<file path="src/rtl/bmhq_pkg.sv">
`default_nettype none
package bmhq_pkg;

    localparam int CAPACITY = 1024;
    localparam int DATA_W   = 32;
    localparam int ADDR_W   = $clog2(CAPACITY);
    localparam int CNT_W    = $clog2(CAPACITY + 1);
    localparam int IDX_W    = ADDR_W + 2;

    localparam logic CMD_PUSH = 1'b0;
    localparam logic CMD_POP  = 1'b1;

    typedef enum logic [1:0] {
        ST_OK    = 2'd0,
        ST_FULL  = 2'd1,
        ST_EMPTY = 2'd2
    } t_status;

    typedef struct packed {
        logic              we;
        logic [ADDR_W-1:0] waddr;
        logic [DATA_W-1:0] wdata;
        logic [ADDR_W-1:0] raddr;
    } t_ram_req;

endpackage
`default_nettype wire

</file>
<file path="src/rtl/bmhq_cmp.sv">
`default_nettype none
module bmhq_cmp (
    input  wire logic signed [bmhq_pkg::DATA_W-1:0] i_a,
    input  wire logic signed [bmhq_pkg::DATA_W-1:0] i_b,
    output logic                                    o_lt
);

    assign o_lt = (i_a < i_b);

endmodule
`default_nettype wire

</file>
<file path="config.mk">
export PLATFORM = sky130hd
export DESIGN_NAME = bmhq_cmp
export DESIGN_NICKNAME = d
export VERILOG_FILES = /design/src/rtl/bmhq_pkg.sv /design/src/rtl/bmhq_cmp.sv
export SDC_FILE = /design/constraint.sdc
export NUM_CORES = 1
export LEC_CHECK = 0
export ABC_AREA = 1
export BUFFER_PORTS_ARGS = -buffer_cell sky130_fd_sc_hd__buf_2
export CAP_MARGIN = 15
export CORE_ASPECT_RATIO = 1.75
export CORE_MARGIN = 10
export CORE_UTILIZATION = 30
export DETAILED_ROUTE_END_ITERATION = 8
export SYNTH_ARGS = -nofsm -noshare
export SYNTH_HDL_FRONTEND = slang
export SYNTH_SLANG_ARGS = --single-unit
export TNS_END_PERCENT = 1
</file>
<file path="constraint.sdc">
create_clock -name vclk -period 2.06
set_input_delay 0.412 -clock vclk [all_inputs]
set_output_delay 0.412 -clock vclk [all_outputs]
set_load 0.005 [all_outputs]
</file>
# After elaboration in Yosys (flattened, before gate mapping)

Cells that the tools add are included.

Memories kept: 0
Flip-flop bits (word level): 0
Bits in read-only memories: 0
Latch bits: 0
Output and inout bits: 1
Word-level logic and storage cells: 1
Bits in writable memories: 0

Shift-type cells: 0
Bitwise gates (word level): 0
Add/sub/neg operators: 0
Equality and inequality tests: 0
Muxes and demuxes: 0
Multiply operators: 0
Reduce and logical (&&, ||, !) cells: 0
Div/mod/pow operators: 0
Order comparisons: 1

Operators with widths:

| cell                        | count |
|---|---|
| 32-bit less-than comparator | 1 |

# Logic depth before layout (Yosys ltp)

Gate-level depths: netlist (run 1).

Depth in word-level cells: 1
Mapped depth: 14

# Worst setup path before layout (run 1)

OpenSTA, ideal clock, no wires.

Path kind: input -> output
From: in i_b[17] (netlist name)
To: out o_lt
Setup slack: 307 ps
Stages: 9
Data arrival time: 1341 ps
Path through: inv_1 ha_1 a21oi_1 o21ai_1 a21o_1 a21oi_2 nand2_1 nand2_1 nand2_1

Longest elaborated chain between the ends: 1

RTL lines:

| what                        | RTL line      | RTL |
|---|---|---|
| start, declared             | bmhq_cmp.sv:4 | `input wire logic signed [bmhq_pkg::DATA_W-1:0] i_b,` |
| 32-bit less-than comparator | bmhq_cmp.sv:8 | `assign o_lt = (i_a < i_b);` |
| end, declared               | bmhq_cmp.sv:5 | `output logic o_lt` |

Every way passes these cells.

# Worst setup path in the final report (run 1)

From: in i_b[21] (netlist name)
To: out o_lt

Same word-level chain as after synthesis.

==> impl_metrics.tcl, run 1 <==
set metrics [dict create \
    status "finished clean" \
    critPathKind "primary input to output pin" \
    pre_cts_ws_ps 13.2 \
    diodes 0 \
    holdBufCountCts 0 \
    hold_viol 0 \
    drive_gt1_frac 0.522 \
    path_cells "buf_2, inv_1, ha_4, a21oi_2, o21ai_1, a21o_1, a21oi_2, nand2_1, nand2_1, nand2_1, buf_2" \
    pin_count 65 \
    placedCellCount 228 \
    n_sequential_cell 0 \
    globalRouteOverflowTotal 0 \
    maxSlewHeadroom 0.896 \
    dieArea_um2 5390 \
    power_leakage_nw 0.852 \
    drt-initial-drc-count 18 \
    initial_core_util 0.312 \
    instances_no_fill 228 \
    drt_wl_total_um 2560 \
    cp-start-kind "primary input" \
    grtUsageTotal 0.0849 \
    row_count 25 \
    ys_seq_area_frac 0 \
    crit_path_max_fanout 2 \
    syn_to_final_growth_pct 70.1 \
    whs_path_depth 6 \
    die_height_um 89.9 \
    syn_avg_cell_area_um2 6.21 \
    cp.depth 11 \
    cp_top_family "compound AO/OA/AOI/OAI gates" \
    min_to "o_lt" \
    yosys.cell_types.count 17 \
    finalSetupViolations 0 \
    tns_ps 0 \
    gp_congestion 0.738 \
    critPathArrivalTime_ps 1600 \
    utilization 0.530 \
    yosysWarnings 0 \
    cap_viol_max_count 0 \
    synth_area_um2 838 \
    critPathMaxStageDelay_ps 200 \
    core_um2 2690 \
    antenna_found_initial 0 \
    ys_top_cells_by_count "inv_1 (38), ha_1 (31), nand2_1 (29), a21oi_1 (14), nor2_1 (5)" \
    hpwl_um 2320 \
    hold_slack_ps 1400 \
    final_nets 298 \
    regArea_um2 0 \
    crit_buf_inv 3 \
    vdd_drop_max_v 0.0000676 \
    grt_max_degree 4 \
    die_w_um 60.0 \
    vias_per_cell 4.52 \
    min_period_ps 2010 \
    synthCells 135 \
    syn_nets 230 \
    crit_path_end_kind "output pin" \
    fin_ws_ps 52.8 \
    critical_path_required_ps 1650 \
    rsz0062_at_grt "yes" \
    tightest_slew_ps 155 \
    final-max-slew-violation-count 0 \
    hold_start "i_a[31]" \
    crit_top_cell "nand2_1" \
    antenna_left 0 \
    n_fill_cell 295 \
    wl_per_cell_um 11.2 \
    nClkBuffers 0 \
    drcViolationCount 0 \
    grt_pass1_wl_um 4020 \
    synth_area_leaders "ha_1 (46%), inv_1 (17%), nand2_1 (13%), a21oi_1 (8.4%), nor2_1 (2.2%)" \
    grt_pass1_vias 1002 \
    yosysTopAreaCell "ha_1" \
    synth_most_common_cell "inv_1" \
    hold_path.class "primary input to output pin" \
    via_count 1030 \
    dr.pass1.iters 3 \
    synth_top_area_share 0.463 \
    fin_crit_sh 0.974 \
    slowest_stage "ha_4" \
    io_buffers 65 \
    power.density_nw_per_um2 184 \
    clock.fmax_mhz 498 \
]
-- layout by cell type (no fill, tap or decap), drive strengths merged --
cell type | synthesis | layout
nor2 | 6 | 6
o21ai | 5 | 5
o21a | 1 | 1
a21o | 1 | 1
buf | 0 | 66
nand3 | 2 | 2
nor3 | 2 | 2
ha | 31 | 31
nand4 | 1 | 1
nand2 | 30 | 30
a21oi | 16 | 16
inv | 40 | 40
-- logic make-up (layout without fill, tap and decap cells) --
kind of cell	count (synthesis)	count (layout)	share of synthesized area
fa+ha+maj	31	31	0.463
simple gates	41	41	0.204
buf+inv	40	106	0.179
compound gates	23	23	0.154
-- timing repair --
action | 4_1_cts | 5_1_grt
gates resized for setup | 0 | 36
buffers inserted | 0 | 0
endpoints found under the setup margin | 0 | 1
-- power by group --
part           switching (mW)  total (mW)  internal (mW)
Sequential                  0           0              0
Combinational           0.123       0.262          0.139
Clock                       0           0              0
-- how the worst max path moves through the flow --
| stage | to | start | slack [ps] |
|---|---|---|---|
| after floorplan | o_lt | i_b[17] | 310 |
| after global placement | o_lt | i_a[17] | 10 |
| after detailed placement | o_lt | i_a[23] | 10 |
| after CTS | o_lt | i_a[23] | 10 |
| after global routing | o_lt | i_b[15] | -60 |
| final | o_lt | i_b[21] | 50 |
-- final cells by class --
cell class         instances  area, µm²  area share
inverters                 40        153       0.107
multi-input cells         95        901       0.632
well taps                 27       33.8      0.0237
repair buffers            66        339       0.238
-- stage by stage --
step	cell area [µm²]	total power, mW
5_1_grt	1430	0.307
3_3_place_gp	1200	0.212
2_1_floorplan	838	0.123
6_report	1430	0.262
4_1_cts	1200	0.215
3_5_place_dp	1200	0.213
-- metal layers --
metal,part of all wire,up-vias,wire length [µm],GRT usage
met5,0,-,0,0
met4,0,0,0,0
met3,0.11,0,293,0.0366
met2,0.51,48,1310,0.159
met1,0.37,424,958,0.0863
li1,-,558,-,-
-- worst min-delay path, cell delays in order --
cell and delay (ps):
buf_2 100, ha_4 140, buf_4 100, nand3_1 60, nand2_1 60, buf_2 110
No activity file was read; power rests on OpenSTA's default activity.
==> inputs of run 2 (changes only) <==
==> constraint.sdc (replaced) <==
create_clock -name vclk -period 2.06
set_input_delay 0.309 -clock vclk [all_inputs]
set_output_delay 0.309 -clock vclk [all_outputs]
set_load 0.005 [all_outputs]
==> run 2 against run 1 <==
Global-route usage is the same. Via count shrank 2.3%. Cell count shrank 0.44%. Sequential cell count is the same.
==> impl_metrics.tcl, run 2 (synthesized netlist as in run 1, its figures left out) <==
set metrics [dict create \
    wl_per_cell_um 10.4 \
    critPathKind "primary input to output pin" \
    layout_commonest_cell "buf_2" \
    final_nets 297 \
    grt_max_degree 5 \
    hold_path.class "primary input to output pin" \
    critPathLaunch "i_a[17]" \
    dieArea_um2 5390 \
    utilization 0.445 \
    min_period_ps 1830 \
    die_height_um 89.9 \
    status "finished clean" \
    via_count 1006 \
    nClkBuffers 0 \
    placedCellCount 227 \
    crit_path_max_fanout 2 \
    layout_common_cells "buf_2 (65), inv_1 (38), ha_1 (31)" \
    tightest_slew_ps 238 \
    globalRouteOverflowTotal 0 \
    hold_start "i_a[31]" \
    io_buffers 65 \
    fin_crit_sh 0.888 \
    holdBufCountCts 0 \
    dr.pass1.iters 4 \
    gp_congestion 0.746 \
    die_w_um 60.0 \
    rsz0062_at_grt "no" \
    grt_pass1_wl_um 4050 \
    cap_viol_max_count 0 \
    tns_ps 0 \
    initial_core_util 0.312 \
    slowest_stage "ha_1" \
    drt_wl_total_um 2370 \
    critPathArrivalTime_ps 1520 \
    fin_ws_ps 231 \
    n_sequential_cell 0 \
    maxSlewHeadroom 0.839 \
    grtUsageTotal 0.0849 \
    antenna_found_initial 0 \
    cp-start-kind "primary input" \
    ctsResizeCount 0 \
    pre_cts_ws_ps 217 \
    crit_path_end_kind "output pin" \
    instances_no_fill 227 \
    critPathMaxStageDelay_ps 290 \
    final-max-slew-violation-count 0 \
    syn_to_final_growth_pct 42.8 \
    grt_pass1_vias 1026 \
    regArea_um2 0 \
    drt-initial-drc-count 10 \
    critical_path_required_ps 1750 \
    diodes 0 \
    min_to "o_lt" \
    design_power_total_mw 0.206 \
    power.density_nw_per_um2 172 \
    path_cells "buf_2, ha_1, a21oi_1, o21ai_1, a21o_1, a21oi_2, nand2_1, nand2_1, nand2_1, buf_2" \
    clock.fmax_mhz 547 \
    hpwl_um 2360 \
    post_cts_buffers 0 \
    drive_gt1_frac 0.365 \
    whs_path_depth 5 \
    crit_top_cell "nand2_1" \
    hold_viol 0 \
    antenna_left 0 \
    power_leakage_nw 0.849 \
    vias_per_cell 4.43 \
    n_fill_cell 310 \
    core_um2 2690 \
    vdd_drop_max_v 0.0000586 \
    row_count 25 \
    drcViolationCount 0 \
    finalSetupViolations 0 \
    pin_count 65 \
]
[run 2: cell count changes in the layout (fill, tap and decap cells not counted), moves of 2 or more]
cell     delta
nor2_1      +2
inv_1       +7
o21ai_1     -3
ha_4       -14
nor2_2      -2
o21ai_0     +3
a21oi_1     +6
ha_1       +14
inv_2       -6
a21oi_2     -6
[run 2: final cells by class]
class,instances,area (µm²),area share
Tap cell,27,33.8,0.0282
Inverter,40,150,0.125
Timing Repair Buffer,65,325,0.272
Multi-Input combinational cell,95,688,0.575
[run 2: critical path: cells and delay by family]
family	cells	cell delay, ps
compound gates	4	540
fa+ha+maj	1	290
buf+inv	2	220
simple gates	3	150
[run 2: power breakdown]
part / leakage (nW) / switching [mW] / total (mW) / internal (mW)
clock: 0 / 0 / 0 / 0
combinational: 0.849 / 0.0965 / 0.206 / 0.109
sequential: 0 / 0 / 0 / 0
total: 0.849 / 0.0965 / 0.206 / 0.109
[run 2: worst max-delay path by stage]
stage               endpoint  slack [ps]  cells after the start
floorplan               o_lt         510                      9
global placement        o_lt         220                     10
detailed placement      o_lt         220                     10
global route            o_lt          50                     13
finish                  o_lt         230                     10
CTS                     o_lt         220                     11
[run 2: per-stage QoR]
step / area, µm² / hold WS (ps)
after floorplan: 838 / 932
after global placement: 1200 / 1140
after detailed placement: 1200 / 1140
after CTS: 1200 / 1140
after global routing: 1200 / 1200
final: 1200 / 1130
[run 2: routing by layer]
metal / up-vias / global-route usage / part of all wire
met4: 0 / 0 / 0
met5: - / 0 / 0
li1: 557 / - / -
met1: 401 / 0.0855 / 0.40
met2: 48 / 0.161 / 0.49
met3: 0 / 0.0338 / 0.12
==> inputs of run 3 (changes only) <==
clock period = 2.15 ns   (was 2.06 ns; I/O delays follow)
==> run 3 against run 2 <==
Design area unchanged. Largest cell class unchanged. Non-clock buffer count unchanged. Die area unchanged. Setup slack improved by 66 ps. Core utilization unchanged. Critical path depth unchanged. Wire length decreased by 1.8%.
==> impl_metrics.tcl, run 3 (synthesized netlist as in run 1, its figures left out) <==
set metrics [dict create \
    final-max-slew-violation-count 0 \
    hold_viol 0 \
    grt_pass1_wl_um 4040 \
    finalSetupViolations 0 \
    min_period_ps 1850 \
    power.density_nw_per_um2 164 \
    drt-initial-drc-count 11 \
    dieArea_um2 5390 \
    cap_viol_max_count 0 \
    n_fill_cell 302 \
    final_nets 297 \
    syn_to_final_growth_pct 42.8 \
    ctsResizeCount 0 \
    status "finished clean" \
    cp-start-kind "primary input" \
    gp_congestion 0.745 \
    via_count 976 \
    antenna_found_initial 0 \
    die_height_um 89.9 \
    power_leakage_nw 0.849 \
    crit_path_max_fanout 2 \
    die_w_um 60.0 \
    drt_wl_total_um 2320 \
    nClkBuffers 0 \
    hold_path.class "primary input to output pin" \
    antenna_left 0 \
    rsz0062_at_grt "no" \
    vias_per_cell 4.30 \
    drive_gt1_frac 0.365 \
    regArea_um2 0 \
    pin_count 65 \
    maxSlewHeadroom 0.855 \
    clock.fmax_mhz 540 \
    vdd_drop_max_v 0.0000587 \
    grt_pass1_vias 1011 \
    core_um2 2690 \
    row_count 25 \
    critPathKind "primary input to output pin" \
    dr.pass1.iters 2 \
    initial_core_util 0.312 \
    io_buffers 65 \
    n_sequential_cell 0 \
    utilization 0.445 \
    wl_per_cell_um 10.2 \
    layout_common_cells "buf_2 (65), inv_1 (38), ha_1 (31)" \
    tightest_slew_ps 215 \
    hpwl_um 2280 \
    fin_crit_sh 0.862 \
    grtUsageTotal 0.0838 \
    layout_commonest_cell "buf_2" \
    drcViolationCount 0 \
    holdBufCountCts 0 \
    critPathArrivalTime_ps 1530 \
    tns_ps 0 \
    diodes 0 \
    globalRouteOverflowTotal 0 \
    crit_path_end_kind "output pin" \
    grt_max_degree 5 \
    critical_path_required_ps 1830 \
    post_cts_buffers 0 \
]
==> run 3: metal layers <==
layer	share of wire	vias up	track usage
li1	-	556	-
met1	0.42	372	0.0911
met2	0.47	48	0.153
met3	0.11	0	0.0324
met4	0	0	0
met5	0	-	0
==> run 3: stage by stage <==
stage	worst slack (ps)	std cells	cell area (µm²)	hold WS (ps)	total power [mW]
finish	297	227	1200	1170	0.197
global route	101	227	1200	1240	0.238
CTS	287	227	1200	1180	0.202
detailed placement	295	227	1200	1180	0.200
global placement	284	227	1200	1170	0.200
floorplan	576	135	838	959	0.118
==> run 3: final cells by class <==
type,count,area [µm²],area share
well taps,27,33.8,0.0282
inverters,40,150,0.125
multi-input cells,95,688,0.575
repair buffers,65,325,0.272
==> run 3: critical path, stage by stage <==
cell and delay [ps]:
buf_2 100, ha_1 300, a21oi_1 150, o21ai_1 80, a21o_1 180, a21oi_2 140
nand2_1 60, nand2_1 50, nand2_1 40, buf_2 120
==> run 3: power breakdown <==
| part | leakage, nW | switching [mW] | internal, mW |
|---|---|---|---|
| Combinational | 0.849 | 0.0923 | 0.104 |
| Sequential | 0 | 0 | 0 |
| Clock | 0 | 0 | 0 |
==> run 3: path summary, 6_finish.rpt <==
check  slack [ps]  depth (start not counted)    start  endpoint
min          1170                          5  i_a[31]      o_lt
max           300                         10  i_a[23]      o_lt
